--- src/hw/rtl/cursor_bracket_match_highlighter_unit_defines.svh ---
// Assertion macros shared by the bracket highlighter RTL.
`ifndef CURSOR_BRACKET_MATCH_HIGHLIGHTER_UNIT_DEFINES_SVH
`define CURSOR_BRACKET_MATCH_HIGHLIGHTER_UNIT_DEFINES_SVH

`ifndef SYNTHESIS
`define CBMH_ASSERT_ALWAYS(lbl, expr) \
  lbl: assert property (@(posedge clk) disable iff (rst) (expr)) \
    else $error("bracket highlighter: invariant violated");
`define CBMH_ASSERT_IMPLIES(lbl, cond, expr) \
  lbl: assert property (@(posedge clk) disable iff (rst) (cond) |-> (expr)) \
    else $error("bracket highlighter: implication violated");
`define CBMH_ASSERT_NEXT(lbl, cond, expr) \
  lbl: assert property (@(posedge clk) disable iff (rst) (cond) |=> (expr)) \
    else $error("bracket highlighter: next-cycle check violated");
`else
`define CBMH_ASSERT_ALWAYS(lbl, expr)
`define CBMH_ASSERT_IMPLIES(lbl, cond, expr)
`define CBMH_ASSERT_NEXT(lbl, cond, expr)
`endif

`endif

--- src/hw/rtl/cbmh_pkg.sv ---
// Types, constants and character helpers for the bracket highlighter.
package cbmh_pkg;

  localparam int MAX_LINE = 64;
  localparam int AW       = $clog2(MAX_LINE);
  localparam int LW       = $clog2(MAX_LINE + 1);
  localparam int CUR_W    = 7;
  localparam int NEST_W   = 7;
  localparam int PW       = (LW > CUR_W) ? LW : CUR_W;

  typedef logic [PW-1:0] pos_t;

  typedef enum logic [1:0] {
    NO_DIR,
    DIR_FWD,
    DIR_BACK
  } dir_t;

  localparam logic [1:0] CLS_PLAIN   = 2'd0;
  localparam logic [1:0] CLS_MATCH   = 2'd1;
  localparam logic [1:0] CLS_SPECIAL = 2'd2;

  localparam logic [7:0] CH_LPAREN = 8'h28;
  localparam logic [7:0] CH_RPAREN = 8'h29;
  localparam logic [7:0] CH_LBRACK = 8'h5B;
  localparam logic [7:0] CH_RBRACK = 8'h5D;
  localparam logic [7:0] CH_AT     = 8'h40;
  localparam logic [7:0] CH_DOLLAR = 8'h24;
  localparam logic [7:0] CH_QUOTE  = 8'h27;

  typedef struct packed {
    logic [7:0] char_out;
    logic [1:0] colour_class;
    logic       last_out;
  } beat_t;

  function automatic dir_t paren_dir(input logic [7:0] ch);
    dir_t d;
    if (ch == CH_LPAREN || ch == CH_LBRACK) begin
      d = DIR_FWD;
    end else if (ch == CH_RPAREN || ch == CH_RBRACK) begin
      d = DIR_BACK;
    end else begin
      d = NO_DIR;
    end
    return d;
  endfunction

  function automatic logic is_special(input logic [7:0] ch);
    return ch inside {CH_AT, CH_DOLLAR, CH_QUOTE, CH_LPAREN, CH_RPAREN, CH_LBRACK, CH_RBRACK};
  endfunction

endpackage

--- src/hw/rtl/cbmh_in_if.sv ---
// Input channel: one line byte per beat with cursor and last mark.
interface cbmh_in_if;
  logic       valid;
  logic       ready;
  logic [7:0] char_in;
  logic [6:0] cursor_col;
  logic       line_end;

  modport source (output valid, char_in, cursor_col, line_end, input ready);
  modport sink   (input valid, char_in, cursor_col, line_end, output ready);
endinterface

--- src/hw/rtl/cbmh_out_if.sv ---
// Output channel: one classified line byte per beat.
interface cbmh_out_if;
  logic       valid;
  logic       ready;
  logic [7:0] char_out;
  logic [1:0] colour_class;
  logic       last_out;

  modport source (output valid, char_out, colour_class, last_out, input ready);
  modport sink   (input valid, char_out, colour_class, last_out, output ready);
endinterface

--- src/hw/rtl/cbmh_emit_stage.sv ---
// Output register stage holding one classified beat towards the sink.
module cbmh_emit_stage
  import cbmh_pkg::*;
(
  input  logic              clk,
  input  logic              rst,
  input  logic              push,
  input  beat_t             beat,
  output logic              room,
  cbmh_out_if.source        tx
);

  logic  valid;
  beat_t held;

  assign room = !valid || tx.ready;

  always_ff @(posedge clk) begin
    if (rst) begin
      valid <= 1'b0;
    end else if (push) begin
      valid <= 1'b1;
    end else if (tx.ready) begin
      valid <= 1'b0;
    end
  end

  always_ff @(posedge clk) begin
    if (push) begin
      held <= beat;
    end
  end

  assign tx.valid        = valid;
  assign tx.char_out     = held.char_out;
  assign tx.colour_class = held.colour_class;
  assign tx.last_out     = held.last_out;

endmodule

--- src/hw/rtl/cursor_bracket_match_highlighter_unit.sv ---
// Top level of the matching-bracket highlighter: line store, search and emit control.
//
//  channel | dir | beat contents                         | accepted when
//  rx      | in  | char_in, cursor_col, line_end         | rx.valid & rx.ready
//  tx      | out | char_out, colour_class, last_out      | tx.valid & tx.ready
//
// Load: one byte per cycle while rx.valid is high; rx.ready is high only while loading.
// After the last byte, S_SEL_AT, S_SEL_BEFORE and, if needed, S_SEL_CHK pick the bracket;
// S_SCAN_RD and S_SCAN_CHK scan each byte; S_EMIT_RD starts the emit pass and
// S_EMIT_WR sends one byte per cycle while room is high; all use one read port.
// Reset is synchronous; the line store needs no clearing pass.
// tx stalls hold the emit pass; the next line loads while the final beat waits.
`include "cursor_bracket_match_highlighter_unit_defines.svh"

module cursor_bracket_match_highlighter_unit
  import cbmh_pkg::*;
(
  input  logic       clk,
  input  logic       rst,
  cbmh_in_if.sink    rx,
  cbmh_out_if.source tx
);

  typedef enum logic [2:0] {
    S_LOAD,
    S_SEL_AT,
    S_SEL_BEFORE,
    S_SEL_CHK,
    S_SCAN_RD,
    S_SCAN_CHK,
    S_EMIT_RD,
    S_EMIT_WR
  } state_t;

  state_t            state;
  logic [LW-1:0]     fill_count;
  logic [NEST_W-1:0] nest_depth;
  pos_t              len;
  pos_t              cur;
  pos_t              sel;
  pos_t              match;
  pos_t              pos;
  logic              have_sel;
  logic              have_match;
  dir_t              dir;

  logic [7:0]        mem [MAX_LINE];
  logic [7:0]        rd_data;

  logic              accept;
  logic              wr_en;
  logic              rd_en;
  pos_t              rd_pos;
  logic              push;
  logic              room;
  beat_t             beat;

  pos_t              cur_m1;
  pos_t              pos_p1;
  pos_t              pos_m1;
  pos_t              len_next;
  dir_t              rd_dir;
  dir_t              opp_dir;
  logic              cur_in;
  logic              prev_in;
  logic              last_beat;

  assign rx.ready  = (state == S_LOAD);
  assign accept    = rx.valid && rx.ready;
  assign wr_en     = accept && (fill_count < LW'(MAX_LINE));
  assign len_next  = pos_t'(fill_count) + pos_t'(wr_en);

  assign cur_m1    = cur - pos_t'(1);
  assign pos_p1    = pos + pos_t'(1);
  assign pos_m1    = pos - pos_t'(1);
  assign cur_in    = cur < len;
  assign prev_in   = (cur != '0) && (cur_m1 < len);
  assign rd_dir    = paren_dir(rd_data);
  assign opp_dir   = (dir == DIR_FWD) ? DIR_BACK : DIR_FWD;
  assign last_beat = (pos_p1 == len);

  always_comb begin
    rd_en  = 1'b0;
    rd_pos = pos;
    push   = 1'b0;
    case (state)
      S_SEL_AT: begin
        rd_en  = cur_in;
        rd_pos = cur;
      end
      S_SEL_BEFORE: begin
        rd_en  = !(cur_in && rd_dir != NO_DIR) && prev_in;
        rd_pos = cur_m1;
      end
      S_SCAN_RD: begin
        rd_en  = pos < len;
        rd_pos = pos;
      end
      S_EMIT_RD: begin
        rd_en  = 1'b1;
        rd_pos = pos;
      end
      S_EMIT_WR: begin
        push   = room;
        rd_en  = room && !last_beat;
        rd_pos = pos_p1;
      end
      default: begin
        rd_en  = 1'b0;
        rd_pos = pos;
      end
    endcase
  end

  always_comb begin
    beat.char_out = rd_data;
    beat.last_out = last_beat;
    if ((have_sel && pos == sel) || (have_match && pos == match)) begin
      beat.colour_class = CLS_MATCH;
    end else if (is_special(rd_data)) begin
      beat.colour_class = CLS_SPECIAL;
    end else begin
      beat.colour_class = CLS_PLAIN;
    end
  end

  always_ff @(posedge clk) begin
    if (wr_en) begin
      mem[fill_count[AW-1:0]] <= rx.char_in;
    end
    if (rd_en) begin
      rd_data <= mem[rd_pos[AW-1:0]];
    end
  end

  always_ff @(posedge clk) begin
    if (rst) begin
      state      <= S_LOAD;
      fill_count <= '0;
      nest_depth <= '0;
      have_sel   <= 1'b0;
      have_match <= 1'b0;
      dir        <= NO_DIR;
      len        <= '0;
      cur        <= '0;
      sel        <= '0;
      match      <= '0;
      pos        <= '0;
    end else begin
      case (state)
        S_LOAD: begin
          if (accept) begin
            if (wr_en) begin
              fill_count <= fill_count + LW'(1);
            end
            if (rx.line_end) begin
              len        <= len_next;
              cur        <= pos_t'(rx.cursor_col);
              have_sel   <= 1'b0;
              have_match <= 1'b0;
              state      <= S_SEL_AT;
            end
          end
        end
        S_SEL_AT: begin
          state <= S_SEL_BEFORE;
        end
        S_SEL_BEFORE: begin
          if (cur_in && rd_dir != NO_DIR) begin
            have_sel   <= 1'b1;
            sel        <= cur;
            dir        <= rd_dir;
            nest_depth <= '0;
            pos        <= (rd_dir == DIR_BACK) ? cur_m1 : cur + pos_t'(1);
            state      <= S_SCAN_RD;
          end else if (prev_in) begin
            state <= S_SEL_CHK;
          end else begin
            pos   <= '0;
            state <= S_EMIT_RD;
          end
        end
        S_SEL_CHK: begin
          if (rd_dir != NO_DIR) begin
            have_sel   <= 1'b1;
            sel        <= cur_m1;
            dir        <= rd_dir;
            nest_depth <= '0;
            pos        <= (rd_dir == DIR_BACK) ? cur_m1 - pos_t'(1) : cur;
            state      <= S_SCAN_RD;
          end else begin
            pos   <= '0;
            state <= S_EMIT_RD;
          end
        end
        S_SCAN_RD: begin
          if (pos < len) begin
            state <= S_SCAN_CHK;
          end else begin
            pos   <= '0;
            state <= S_EMIT_RD;
          end
        end
        S_SCAN_CHK: begin
          if (rd_dir == opp_dir && nest_depth == '0) begin
            have_match <= 1'b1;
            match      <= pos;
            pos        <= '0;
            state      <= S_EMIT_RD;
          end else begin
            if (rd_dir == dir) begin
              nest_depth <= nest_depth + NEST_W'(1);
            end else if (rd_dir == opp_dir) begin
              nest_depth <= nest_depth - NEST_W'(1);
            end
            pos   <= (dir == DIR_FWD) ? pos_p1 : pos_m1;
            state <= S_SCAN_RD;
          end
        end
        S_EMIT_RD: begin
          state <= S_EMIT_WR;
        end
        S_EMIT_WR: begin
          if (push) begin
            if (last_beat) begin
              fill_count <= '0;
              state      <= S_LOAD;
            end else begin
              pos <= pos_p1;
            end
          end
        end
        default: begin
          state <= S_LOAD;
        end
      endcase
    end
  end

  cbmh_emit_stage u_emit (
    .clk  (clk),
    .rst  (rst),
    .push (push),
    .beat (beat),
    .room (room),
    .tx   (tx)
  );

  `CBMH_ASSERT_ALWAYS(a_fill_bound, fill_count <= LW'(MAX_LINE))
  `CBMH_ASSERT_IMPLIES(a_match_needs_sel, have_match, have_sel)
  `CBMH_ASSERT_IMPLIES(a_read_in_line, rd_en, rd_pos < len)
  `CBMH_ASSERT_IMPLIES(a_push_has_room, push, room)
  `CBMH_ASSERT_NEXT(a_line_done, push && last_beat, state == S_LOAD && fill_count == '0)

endmodule
--- src/flat_wrapper.sv ---
// flat-port wrapper written by rule: the top's interface ports become plain ports
module cursor_bracket_match_highlighter_unit_flat import cbmh_pkg::*;
  (clk, rst, rx_valid, rx_char_in, rx_cursor_col, rx_line_end, rx_ready, tx_valid, tx_char_out, tx_colour_class, tx_last_out, tx_ready);
  cbmh_in_if rx_i ();
  cbmh_out_if tx_i ();
  input  logic clk;
  input  logic rst;
  input wire logic [$bits(rx_i.valid)-1:0] rx_valid;
  input wire logic [$bits(rx_i.char_in)-1:0] rx_char_in;
  input wire logic [$bits(rx_i.cursor_col)-1:0] rx_cursor_col;
  input wire logic [$bits(rx_i.line_end)-1:0] rx_line_end;
  output wire logic [$bits(rx_i.ready)-1:0] rx_ready;
  output wire logic [$bits(tx_i.valid)-1:0] tx_valid;
  output wire logic [$bits(tx_i.char_out)-1:0] tx_char_out;
  output wire logic [$bits(tx_i.colour_class)-1:0] tx_colour_class;
  output wire logic [$bits(tx_i.last_out)-1:0] tx_last_out;
  input wire logic [$bits(tx_i.ready)-1:0] tx_ready;
  assign rx_i.valid = rx_valid;
  assign rx_i.char_in = rx_char_in;
  assign rx_i.cursor_col = rx_cursor_col;
  assign rx_i.line_end = rx_line_end;
  assign rx_ready = rx_i.ready;
  assign tx_valid = tx_i.valid;
  assign tx_char_out = tx_i.char_out;
  assign tx_colour_class = tx_i.colour_class;
  assign tx_last_out = tx_i.last_out;
  assign tx_i.ready = tx_ready;
  cursor_bracket_match_highlighter_unit u_core (.clk(clk), .rst(rst), .rx(rx_i), .tx(tx_i));
endmodule
--- config.mk ---
export PLATFORM = sky130hd
export DESIGN_NAME = cursor_bracket_match_highlighter_unit_flat
export DESIGN_NICKNAME = d
export VERILOG_FILES = /design/src/hw/rtl/cbmh_pkg.sv /design/src/hw/rtl/cbmh_in_if.sv /design/src/hw/rtl/cbmh_out_if.sv /design/src/hw/rtl/cbmh_emit_stage.sv /design/src/hw/rtl/cursor_bracket_match_highlighter_unit.sv /design/src/flat_wrapper.sv
export VERILOG_INCLUDE_DIRS = /design/src /design/src/hw/rtl
export SDC_FILE = /design/constraint.sdc
export NUM_CORES = 1
export LEC_CHECK = 0
export BUFFER_PORTS_ARGS = -buffer_cell sky130_fd_sc_hd__buf_2
export CAP_MARGIN = 20
export CORE_MARGIN = 5
export CORE_UTILIZATION = 44
export DETAILED_ROUTE_END_ITERATION = 8
export GPL_TIMING_DRIVEN = 0
export PLACE_DENSITY = 0.58
export REMOVE_ABC_BUFFERS = 1
export SLEW_MARGIN = 40
export SYNTH_ARGS = -nofsm -noshare
export SYNTH_HDL_FRONTEND = slang
export SYNTH_SLANG_ARGS = --single-unit
--- constraint.sdc ---
create_clock -name clk -period 9 [get_ports clk]
set_input_delay 1.8 -clock clk [delete_from_list [all_inputs] [get_ports clk]]
set_output_delay 1.8 -clock clk [all_outputs]
set_load 0.05 [all_outputs]
# --- Yosys cells after proc, flatten, opt, wreduce, memory -nomap -nowiden ---
# Memories as Yosys holds them, arrays and structs flattened. A register that Yosys moved wholly into a read port is not among the register bits.
# Cells that the tools add are included.
# Widths: inputs -> output; s select.
op_classes:
  add_sub_neg: 9
  reduce_logical: 37
  muxes: 56
  n_eq_ne: 34
  magnitude_cmp: 4
op_table:
  columns: ["cell", "count"]
  rows:
  - ["$mux 7", 21]
  - ["$pmux 7 s5", 1]
  - ["$eq 8x6->1 const B", 4]
  - ["$add 7x1->7 const B", 4]
  - ["$pmux 7 s2", 2]
  - ["$sub 7x1->7 const B", 4]
  - ["$eq 8x7->1 const B", 3]
  - ["$pmux 3 s8", 1]
  - ["$eq 7x7->1", 3]
  - ["$lt 7x7->1", 3]
  - ["$pmux 7 s3", 1]
  - ["$reduce_and 5->1", 4]
  - ["$mux 2", 9]
  - ["$mux 3", 6]
  - ["$pmux 6 s3", 1]
  - ["$reduce_bool 7->1", 2]
  - ["$eq 3x3->1 const B", 4]
  - ["$ne 2x2->1 const B", 6]
  - ["$mux 1", 10]
  - ["$ne 2x1->1 const B", 5]
  - ["$reduce_bool 2->1", 5]
  - ["$logic_and 1x1->1", 9]
  - ["$reduce_and 4->1", 2]
  - ["$add 7x1->7", 1]
  - ["other kinds (20)", 29]
word_totals:
  register_bits: 68
  out_inout_bits: 13
  memories: 1
  inputBits: 20
  ramBits: 512
mem_list:
  columns: ["memory", "words", "word_bits", "read_ports", "rd_ports_with_merged_regs", "write_ports", "line", "text"]
  rows:
  - ["u_core.mem", 64, 8, 1, 1, 1, "cursor_bracket_match_highlighter_unit.sv:47", "logic [7:0] mem [MAX_LINE];"]

# --- Depth between registers and ports, before layout ---
# Gate-level depths: netlist (run 1).
logic_depth:
  ltp_word: 9
  mapped_depth: 16

# --- Modules after synthesis ---
# From an unflattened synthesis (run 1), not the netlist that was laid out.
unflattened:
  cells_unflattened: 2043
  hier_area_um2: 26319.0
by_module_without_submodules:
  columns: ["module", "area_each_um2", "n_inst", "cells_per_inst"]
  rows:
  - ["cursor_bracket_match_highlighter_unit", 25942.4, 1, 2028]
  - ["cbmh_emit_stage", 376.6, 1, 15]

# --- Worst setup path after synthesis (run 1) ---
# OpenSTA, ideal clock, no wires.
synth_path:
  path_type: "reg-to-output"
  startpoint: "register u_core.state[1]"
  endpoint: "output port rx_ready"
  setup_slack_ns: 5.288
  path_buffers: 2
  stages_incl_launch_ff: 4
  arrival_ns: 1.912
  required_ns: 7.200
  path_cell_list: "dfxtp_1 -> buf_4 -> buf_4 -> nor3_1"
synth_between:
  elab_chain_cells: 1
synth_rtl:
  columns: ["element", "line", "text"]
  rows:
  - ["start, declared", "cursor_bracket_match_highlighter_unit.sv:35", "state_t state;"]
  - ["start signal, assigned", "cursor_bracket_match_highlighter_unit.sv:138", "state <= S_LOAD;"]
  - ["start signal, assigned", "cursor_bracket_match_highlighter_unit.sv:161", "state <= S_SEL_AT;"]
  - ["start signal, assigned", "cursor_bracket_match_highlighter_unit.sv:166", "state <= S_SEL_BEFORE;"]
  - ["$logic_not 3->1", "cursor_bracket_match_highlighter_unit.sv:68", "assign rx.ready = (state == S_LOAD);"]
  - ["end, declared", "flat_wrapper.sv:12", "output wire logic [$bits(rx_i.ready)-1:0] rx_ready;"]
# No other way between the ends.

# --- Final worst setup path (run 1) ---
layout_path:
  startpoint: "register u_core.pos[1]"
  endpoint: "register u_core.rd_data[5], read port of u_core.mem, data pin"
layout_between:
  elab_chain_cells: 5
  word_cells_on_any_way: 7
  classes_between: "1 x add/sub; 1 x order compare; 1 x eq/ne; 2 x mux; 2 x reduce/logical"
layout_rtl:
  columns: ["element", "line", "text"]
  rows:
  - ["start, declared", "cursor_bracket_match_highlighter_unit.sv:42", "pos_t pos;"]
  - ["start signal, assigned", "cursor_bracket_match_highlighter_unit.sv:174", "pos <= (rd_dir == DIR_BACK) ? cur_m1 : cur + pos_t'(1);"]
  - ["start signal, assigned", "cursor_bracket_match_highlighter_unit.sv:189", "pos <= (rd_dir == DIR_BACK) ? cur_m1 - pos_t'(1) : cur;"]
  - ["start signal, assigned", "cursor_bracket_match_highlighter_unit.sv:216", "pos <= (dir == DIR_FWD) ? pos_p1 : pos_m1;"]
  - ["$add 7x1->7", "cursor_bracket_match_highlighter_unit.sv:74", "assign pos_p1 = pos + pos_t'(1);"]
  - ["$eq 7x7->1", "cursor_bracket_match_highlighter_unit.sv:80", "assign last_beat = (pos_p1 == len);"]
  - ["$logic_not 1->1", "cursor_bracket_match_highlighter_unit.sv:105", "rd_en = room && !last_beat;"]
  - ["$logic_and 1x1->1", "cursor_bracket_match_highlighter_unit.sv:105", null]
  - ["$pmux 1 s5", "cursor_bracket_match_highlighter_unit.sv:86", "case (state)"]
  - ["end, declared", "cursor_bracket_match_highlighter_unit.sv:48", "logic [7:0] rd_data;"]
# Parallel ways exist; a longest one is shown, timed or not.
# A chain may end at the register's enable or synchronous reset.

==> results of run 1 <==
==> where the power goes <==
group          internal (mW)  leakage [nW]  switching (mW)
registers               3.09          5.24           0.136
clock network           1.44         0.948            1.03
logic                   1.57          3.47            2.71
==> per-stage QoR <==
step	std cells	util (%)
2_1_floorplan	1795	-
3_3_place_gp	2592	45.4
3_5_place_dp	2618	46.4
4_1_cts	2730	49.8
5_1_grt	2731	49.9
6_report	2731	49.9
==> path summary, 6_finish.rpt <==
check / slack (ns) / from / cells past startpoint / to
setup / recovery: 4.31 / u_core.pos[1]$_SDFFE_PP0P_ / 12 / u_core.rd_data[5]$_DFFE_PP_
hold / removal: 0.49 / u_core.len[1]$_SDFFE_PP0P_ / 2 / u_core.len[1]$_SDFFE_PP0P_
setup reg to reg: 4.31 / u_core.pos[1]$_SDFFE_PP0P_ / 12 / u_core.rd_data[5]$_DFFE_PP_
hold reg to reg: 0.49 / u_core.len[1]$_SDFFE_PP0P_ / 2 / u_core.len[1]$_SDFFE_PP0P_
==> registers in the layout, summed over array words and instances (netlist names), 2 cells and up <==
signal and cells:
u_core.u_emit.tx.colour_class 2, u_core.dir 2, u_core.nest_depth 7, u_core.match 7, u_core.rd_data 8, u_core.pos 7, u_core.state 3, u_core.sel 7
u_core.len 7, u_core.u_emit.tx.char_out 8, u_core.mem 512, u_core.fill_count 7, u_core.cur 7
==> final cells by class <==
| class | instances | area share [%] |
|---|---|---|
| Clock buffer | 89 | 5.84 |
| Clock inverter | 23 | 0.918 |
| Tap cell | 765 | 3.31 |
| Sequential cell | 588 | 59.1 |
| Multi-Input combinational cell | 1178 | 28.3 |
| Inverter | 29 | 0.377 |
| Timing Repair Buffer | 59 | 2.09 |
==> synthesized netlist by cell type, types with 28 or more instances <==
cell | number | share of area (%)
edfxtp_1 | 531 | 62
nand2_1 | 246 | 3.6
mux2i_1 | 193 | 7.5
nor2_1 | 137 | 2.0
nand3_1 | 59 | 1.1
dfxtp_1 | 57 | 4.4
a32oi_1 | 47 | 1.6
a21oi_1 | 37 | 0.72
ha_1 | 36 | 1.7
buf_2 | 34 | 0.66
xnor2_1 | 34 | 1.2
a211oi_1 | 32 | 0.93
clkbuf_1 | 32 | 0.47
o21ai_0 | 31 | 0.60
inv_1 | 28 | 0.41
nor3_1 | 28 | 0.54
==> cells by family (layout without fill, tap and decap cells) <==
kind of cell | count (synthesis) | count (layout) | synth area share, %
flip-flops | 588 | 588 | 66.2
XOR/XNOR | 58 | 58 | 2.13
adder cells (fa/ha/maj) | 37 | 37 | 1.82
buffers and inverters | 135 | 200 | 2.80
multiplexers | 196 | 196 | 7.66
AO/OA/AOI/OAI | 294 | 294 | 8.64
AND/OR/NAND/NOR | 593 | 593 | 10.7
==> layout by cell type, fill, tap and decap left out, types with 5 or more instances in the layout <==
cell type  instances
ha_1              36
nor3_1            22
nand3_1           59
inv_1             28
edfxtp_1         531
xnor2_1           34
and3_1            26
a211oi_1          31
buf_6              7
or3_1              6
bufinv_16          5
a2111oi_0          5
a31oi_1           18
clkbuf_16         62
clkinv_2           7
nand4_1           23
a22o_1            25
nor2_1           119
o22ai_1            8
dfxtp_1           56
nor2_2            18
nor3_2             5
a22oi_1           13
nand2b_1           8
buf_8              7
a21oi_1           37
o21ai_0           30
a221oi_1          26
nor2b_1           10
clkinv_1          10
buf_4             12
clkbuf_1          23
buf_12             8
mux2i_1          193
nor4_1             6
nand2_1          246
a32oi_1           47
xor2_1            20
buf_2             23
==> worst max-delay path, cell delays in order (launching register included) <==
cell and delay [ns]:
dfxtp_1 0.83, inv_1 0.15, ha_1 0.42, and4b_1 0.23, a311oi_2 0.41, o21a_4 0.52, buf_12 0.29, buf_12 0.23
mux2i_1 0.21, a22oi_1 0.10, nand3_1 0.20, nand4_1 0.13, or4_1 0.63
==> per-layer routing <==
| metal | up-vias | track usage, % |
|---|---|---|
| li1 | 7299 | - |
| met1 | 7791 | 28.7 |
| met2 | 551 | 30.7 |
| met3 | 112 | 3.54 |
| met4 | 2 | 6.99 |
| met5 | - | 0 |
==> impl_metrics.py, run 1 <==
metrics = {
    "run_status": {
        "status": "finished clean",
    },
    "sta": {
        "setup_viol": 0,
        "tns_ns": 0,
        "period_minus_slack_ns": 4.69,
        "worst_pin_slew_ns": 0.847,
        "maxSlewViolCount": 0,
        "timing.final.ws_setup_ns": 4.31,
        "rsz0062_at_grt": "false",
        "final-hold-violation-count": 0,
        "fin_crit_sh_pct": 52.2,
        "fin_skew_ns": 0.0250,
        "relSlewSlack_pct": 42.1,
        "fin_hold_ws_ns": 0.494,
        "fmax_ghz": 0.213,
    },
    "global_route": {
        "grt_pass1_vias": 15376,
        "grt_usage_pct": 19.9,
        "antenna_found_initial": 1,
        "overflow": 0,
        "grt_pass1_wl_um": 97000,
        "grt_max_degree": 65,
    },
    "cts": {
        "clk_latency_ns": 0.63,
        "hold_buffers": 0,
        "cts.clk_slew.worst_paths_ns": 0.06,
        "cts_buffer_depth": 3,
        "clock-sinks": 588,
        "cts_resized": 0,
        "htreeDepth": 2,
        "post_cts_buffers": 0,
        "cts_root_buf": "clkbuf_16",
        "cts_made_buffers": 60,
        "cts_tree": "done",
    },
    "route": {
        "routedWlPerCell_um": 23.5,
        "met3_length_um": 4350,
        "ant_nets": 0,
        "wirelength_um": 64200,
        "first_iter_violations": 1247,
        "via_count": 15755,
        "topRoutingLayerUsed": "met5",
        "dr_wl_met2_um": 29200,
        "drt-met1-wl_um": 28400,
        "routed_via_density": 5.77,
        "drtPass1Iterations": 6,
        "drc": 0,
    },
    "finish": {
        "fillers": 4968,
        "num_antenna_cells": 0,
        "final_area_um2": 28900,
        "ff_latch_area_um2": 17100,
        "nNetsFinal": 1973,
        "multi_input_area_um2": 8190,
        "area_growth_pct": 12.1,
        "drive_gt1_share_pct": 10.9,
    },
    "yosys": {
        "yosys_warnings": 0,
        "ys_async_sr_fraction_pct": 0,
        "synth-edff-count": 531,
        "yosysSeqAreaShare_pct": 66.2,
        "avgSynthCellArea_um2": 13.6,
        "yosysUniqueCellTypes": 87,
        "syn_inst": 1901,
        "synth_ff_type": "edfxtp_1",
        "ys_ff_latch": 588,
        "netlist_area_um2": 25800,
    },
    "placed_design": {
        "place_ws_ns": 4.31,
        "io_buffers": 32,
        "dp_hpwl_um": 40900,
        "gp_congestion": 0.861,
        "dpl_cell_area_um2": 26900,
    },
    "flow_run": {
        "max_cap_viol_count": 0,
    },
    "setup_path": {
        "endpoint_kind": "flop",
        "critPathKind": "flop to flop",
        "crit_path_start_kind": "flop",
        "cp_max_fo": 29,
        "required_ns": 9.33,
        "cp.arrival_ns": 5.03,
    },
    "power_and_ir_drop": {
        "peakVddDrop_uv": 205,
        "p_per_area_nw_per_um2": 345,
        "finalPower_mw": 9.98,
        "cellLeakagePower_nw": 9.65,
    },
    "floorplanning": {
        "placementRows": 88,
        "die_w_um": 252,
        "core_um2": 57900,
        "fp.dieH_um": 252,
        "initial_core_util_pct": 44.5,
        "die-area_um2": 63600,
        "io_pins": 33,
    },
    "min_path": {
        "min_path_type": "flop to flop",
    },
}
No activity file was read; power rests on OpenSTA's default activity.
==> inputs of run 2 (changes only) <==
==> constraint.sdc (replaced) <==
create_clock -name clk -period 4.6 [get_ports clk]
set_input_delay 0.92 -clock clk [delete_from_list [all_inputs] [get_ports clk]]
set_output_delay 0.92 -clock clk [all_outputs]
set_load 0.05 [all_outputs]
==> run 2 against run 1 <==
Utilization rose by 0.082 points; total power rose by 96%; highest routed layer unchanged; cell count rose by 0.15%; clock-buffer cell count did not move; global-route usage barely moved; critical path type unchanged; flip-flop and latch count did not move.
==> impl_metrics.py, run 2 (synthesis results as in run 1) <==
metrics = {
    "global_route": {
        "antenna_found_initial": 1,
        "grt_pass1_wl_um": 97000,
        "overflow": 0,
        "grt_usage_pct": 19.9,
        "grt_max_degree": 65,
        "grt_pass1_vias": 15395,
    },
    "sta": {
        "rsz0062_at_grt": "false",
        "fin_crit_sh_pct": 96.5,
        "fin_skew_ns": 0.0271,
        "timing.final.ws_setup_ns": 0.162,
        "final-hold-violation-count": 0,
        "maxSlewViolCount": 0,
        "relSlewSlack_pct": 42.4,
        "tns_ns": 0,
        "worst_pin_slew_ns": 0.842,
        "period_minus_slack_ns": 4.44,
        "fmax_ghz": 0.225,
        "setup_viol": 0,
    },
    "cts": {
        "cts.clk_slew.worst_paths_ns": 0.06,
        "clock-sinks": 588,
        "clk_latency_ns": 0.63,
        "cts_made_buffers": 60,
        "cts_buffer_depth": 3,
        "htreeDepth": 2,
        "cts_tree": "done",
        "cts_root_buf": "clkbuf_16",
    },
    "setup_path": {
        "critPathKind": "flop to flop",
        "cp.arrival_ns": 4.75,
        "path_delay_family": "compound AO/OA/AOI/OAI gates",
        "path_common_cell": "buf_12",
        "critPathBufInv": 3,
        "endpoint_kind": "flop",
        "crit_path_top_delay_cell": "a22oi_1",
        "required_ns": 4.91,
        "crit_chain": "inv_1 -> ha_1 -> and4b_1 -> a311oi_4 -> o21a_4 -> buf_12 -> buf_12 -> mux2i_1 -> a22o_1 -> a221oi_1 -> a22oi_1 -> nand4_1",
        "critPathMaxStageDelay_ns": 0.57,
        "cp_max_fo": 34,
        "crit_path_start_kind": "flop",
    },
    "finish": {
        "layout_common_cells": "531 x edfxtp_1, 246 x nand2_1, 193 x mux2i_1, 119 x nor2_1, 62 x clkbuf_16",
        "fillers": 4966,
        "fin_cells": 2735,
        "area_growth_pct": 12.2,
        "final_common_cell": "edfxtp_1",
        "drive_gt1_share_pct": 11.3,
        "final_core_util_pct": 50.0,
        "largest_reg_flops": 512,
        "nNetsFinal": 1976,
    },
    "power_and_ir_drop": {
        "p_per_area_nw_per_um2": 676,
        "peakVddDrop_uv": 404,
        "finalPower_mw": 19.6,
        "cellLeakagePower_nw": 9.67,
    },
    "floorplanning": {
        "io_pins": 33,
        "placementRows": 88,
        "core_um2": 57900,
        "fp.dieH_um": 252,
        "die-area_um2": 63600,
        "initial_core_util_pct": 44.5,
        "die_w_um": 252,
    },
    "flow_run": {
        "max_cap_viol_count": 0,
    },
    "placed_design": {
        "place_ws_ns": -0.0905,
        "io_buffers": 32,
        "dp_hpwl_um": 40900,
        "gp_congestion": 0.861,
        "dp_cells": 2618,
    },
    "route": {
        "via_count": 15749,
        "drtPass1Iterations": 5,
        "drc": 0,
        "wirelength_um": 64300,
        "ant_nets": 0,
        "first_iter_violations": 1288,
        "routedWlPerCell_um": 23.5,
        "routed_via_density": 5.76,
    },
    "min_path": {
        "min_path_type": "flop to flop",
    },
    "run_status": {
        "status": "finished clean",
    },
}
## run 2: worst min-delay path, delay by kind of cell (launching register included)
family             cells  cell delay (ns)
DFF                    1             0.33
and+or+nand+nor        1             0.06
AOI/OAI and AO/OA      1             0.05
## run 2: per-layer routing
layer  routed length, µm  vias up  GRT usage [%]
met5                  13        -              0
met4                2410        2           7.27
met3                4540      119           3.52
met2               29200      507           30.5
met1               28200     7817           28.7
li1                    -     7304              -
## run 2: layout make-up
type	instances	area (µm²)	share of cell area [%]
multi-input combinational	1178	8210	28.4
sequential	588	17100	59.0
inverter	29	109	0.376
tap	765	957	3.31
clock inverter	23	265	0.916
antenna	1	2.50	0.00864
clock buffer	89	1690	5.83
timing repair buffer	62	627	2.17
## run 2: timing repair
action / in CTS / in global routing
gates resized for setup: 4 / 4
setup buffers: 0 / 3
endpoints found under the setup margin: 7 / 12
hold buffers: 0 / 0
pin swaps: 0 / 1
gates cloned: 0 / 0
## run 2: metrics by stage
step | cell area, µm² | hold slack, ns
6_report | 28900 | 0.494
5_1_grt | 28900 | 0.524
4_1_cts | 28800 | 0.496
3_5_place_dp | 26900 | 0.488
3_3_place_gp | 26300 | 0.473
2_1_floorplan | 25200 | 0.455
## run 2: path summary, 6_finish.rpt
path | startpoint | end | slack, ns | cells after the start
worst min-delay path | u_core.len[1]$_SDFFE_PP0P_ | u_core.len[1]$_SDFFE_PP0P_ | 0.49 | 2
worst max-delay path | u_core.pos[0]$_SDFFE_PP0P_ | u_core.rd_data[2]$_DFFE_PP_ | 0.16 | 12
worst max register to register | u_core.pos[0]$_SDFFE_PP0P_ | u_core.rd_data[2]$_DFFE_PP_ | 0.16 | 12
worst min register to register | u_core.len[1]$_SDFFE_PP0P_ | u_core.len[1]$_SDFFE_PP0P_ | 0.49 | 2
## run 2: power by group
group	total (mW)	switching, mW	internal [mW]
clock	4.82	2.01	2.81
combinational	8.42	5.31	3.11
sequential	6.32	0.265	6.05
total	19.6	7.59	12.0
==> inputs of run 3 (changes only) <==
==> constraint.sdc (replaced) <==
create_clock -name clk -period 4.6 [get_ports clk]
set_input_delay 0 -clock clk [delete_from_list [all_inputs] [get_ports clk]]
set_output_delay 0 -clock clk [all_outputs]
set_load 0.05 [all_outputs]
==> run 3 against run 2 <==
Register-to-register slack better by 0.03 ns; cell area is 0.97% higher; fmax up 0.63%; total power rose by 0.12%; largest cell class unchanged; combinational power barely moved; clock-buffer cell count stayed put; first-iteration DRC count increased by 3.0%; flip-flop and latch count unchanged; via count rose by 0.74%; non-clock buffer count rose by 28; die area unchanged; clock power hardly changed.
==> impl_metrics.py, run 3 (synthesis results as in run 1) <==
metrics = {
    "finish": {
        "final_area_um2": 29200,
        "largest_reg_flops": 512,
        "area_growth_pct": 13.3,
        "fin_cells": 2763,
        "nNetsFinal": 2004,
        "final_core_util_pct": 50.5,
        "drive_gt1_share_pct": 11.2,
        "final_common_cell": "edfxtp_1",
        "layout_common_cells": "531 x edfxtp_1, 246 x nand2_1, 193 x mux2i_1, 119 x nor2_1, 62 x clkbuf_16",
    },
    "cts": {
        "cts_buffer_depth": 3,
        "htreeDepth": 2,
        "clk_latency_ns": 0.64,
        "cts.clk_slew.worst_paths_ns": 0.06,
        "cts_made_buffers": 60,
        "cts_root_buf": "clkbuf_16",
        "clock-sinks": 588,
        "cts_tree": "done",
    },
    "power_and_ir_drop": {
        "finalPower_mw": 19.6,
        "cellLeakagePower_nw": 9.81,
        "peakVddDrop_uv": 402,
        "p_per_area_nw_per_um2": 670,
    },
    "sta": {
        "fin_crit_sh_pct": 95.9,
        "setup_viol": 0,
        "rsz0062_at_grt": "false",
        "fmax_ghz": 0.227,
        "final-hold-violation-count": 0,
        "relSlewSlack_pct": 42.7,
        "fin_skew_ns": 0.0274,
        "worst_pin_slew_ns": 0.837,
        "period_minus_slack_ns": 4.41,
        "maxSlewViolCount": 0,
    },
    "placed_design": {
        "dp_cells": 2618,
        "dp_hpwl_um": 40900,
        "io_buffers": 32,
        "dpl_cell_area_um2": 26900,
        "gp_congestion": 0.861,
    },
    "route": {
        "routedWlPerCell_um": 23.3,
        "first_iter_violations": 1327,
        "wirelength_um": 64500,
        "drtPass1Iterations": 5,
        "ant_nets": 0,
        "via_count": 15865,
        "drc": 0,
        "routed_via_density": 5.74,
    },
    "floorplanning": {
        "core_um2": 57900,
        "die_w_um": 252,
        "placementRows": 88,
        "io_pins": 33,
        "fp.dieH_um": 252,
        "initial_core_util_pct": 44.5,
        "die-area_um2": 63600,
    },
    "setup_path": {
        "crit_path_start_kind": "flop",
        "rr_startpoint": "u_core.cur[1]$_SDFFE_PP0P_",
        "r2r_slack_ns": 0.19,
        "cp.arrival_ns": 4.99,
        "r2r_end": "u_core.state[0]$_SDFFE_PP0P_",
        "reg2regPathDepth": 15,
        "required_ns": 5.18,
        "endpoint_kind": "flop",
        "cp_max_fo": 8,
        "critPathKind": "flop to flop",
    },
    "min_path": {
        "min_path_type": "input port to flop",
        "min_delay_path_depth": 4,
        "holdCritStartpoint": "rx_line_end",
        "hold_end": "u_core.len[5]$_SDFFE_PP0P_",
    },
    "global_route": {
        "grt_pass1_wl_um": 97500,
        "grt_pass1_vias": 15506,
        "grt_max_degree": 65,
        "antenna_found_initial": 1,
        "overflow": 0,
        "grt_usage_pct": 20.0,
    },
    "run_status": {
        "status": "finished clean",
    },
    "flow_run": {
        "max_cap_viol_count": 0,
    },
}
-- run 3: cell count changes in the layout (fill, tap and decap cells not counted), sizes merged --
cell / delta
dlygate4sd3: +28
-- run 3: routing by layer --
layer  routed length [µm]  global-route usage [%]
met5                   13                       0
met3                 4470                    3.47
met1                28300                    28.9
met4                 2490                    7.27
met2                29200                    30.6
-- run 3: power breakdown --
part	leakage (nW)	internal (mW)	switching, mW
combinational	3.62	3.14	5.31
sequential	5.24	6.05	0.266
clock	0.948	2.81	2.01
total	9.81	12.0	7.59
-- run 3: cell type report --
cell class | count | area (µm²)
antenna | 1 | 2.50
clock buffer | 89 | 1690
clock inverter | 23 | 265
fill | 4942 | 28700
inverter | 29 | 109
multi-input combinational | 1178 | 8210
sequential | 588 | 17100
tap | 765 | 957
timing repair buffer | 90 | 907
-- run 3: what timing repair did --
action,4_1_cts,5_1_grt
buffers inserted,0,3
hold buffers,28,0
resized for setup,4,5
pin swaps,0,1
endpoints found under the hold margin,510,0
setup endpoints to repair,7,13
-- run 3: how the worst max path moves through the flow --
| stage | startpoint | endpoint | slack [ns] |
|---|---|---|---|
| 6_report | u_core.cur[1]$_SDFFE_PP0P_ | u_core.state[0]$_SDFFE_PP0P_ | 0.19 |
| 2_1_floorplan | u_core.pos[0]$_SDFFE_PP0P_ | u_core.rd_data[5]$_DFFE_PP_ | -4.42 |
| 5_1_grt | u_core.cur[1]$_SDFFE_PP0P_ | u_core.state[0]$_SDFFE_PP0P_ | 0.002 |
| 4_1_cts | u_core.cur[0]$_SDFFE_PP0P_ | u_core.rd_data[5]$_DFFE_PP_ | 0.004 |
| 3_5_place_dp | u_core.pos[1]$_SDFFE_PP0P_ | u_core.rd_data[5]$_DFFE_PP_ | -0.09 |
| 3_3_place_gp | u_core.pos[0]$_SDFFE_PP0P_ | u_core.rd_data[2]$_DFFE_PP_ | -8.73 |
-- run 3: critical path: stages, from the launching register on --
cell,delay [ns]
dfxtp_1,0.57
inv_1,0.23
ha_1,0.29
a21boi_4,0.31
nand2_1,0.15
xnor2_2,0.29
inv_1,0.18
ha_1,0.32
nand3_1,0.07
a21oi_1,0.05
o31ai_1,0.52
nand4_1,0.19
a21oi_1,0.27
nor3_1,0.09
a211oi_1,0.24
dlygate4sd3_1,0.58
-- run 3: through the flow --
| step | TNS, ns | worst slack [ns] | hold slack [ns] |
|---|---|---|---|
| detailed placement | -0.281 | -0.0905 | 0.255 |
| global placement | -70.12 | -8.73 | 0.244 |
| floorplan | -33.89 | -4.42 | 0.0691 |
| global route | 0 | 0.00163 | 0.221 |
| CTS | 0 | 0.00407 | 0.152 |
| finish | 0 | 0.189 | 0.168 |
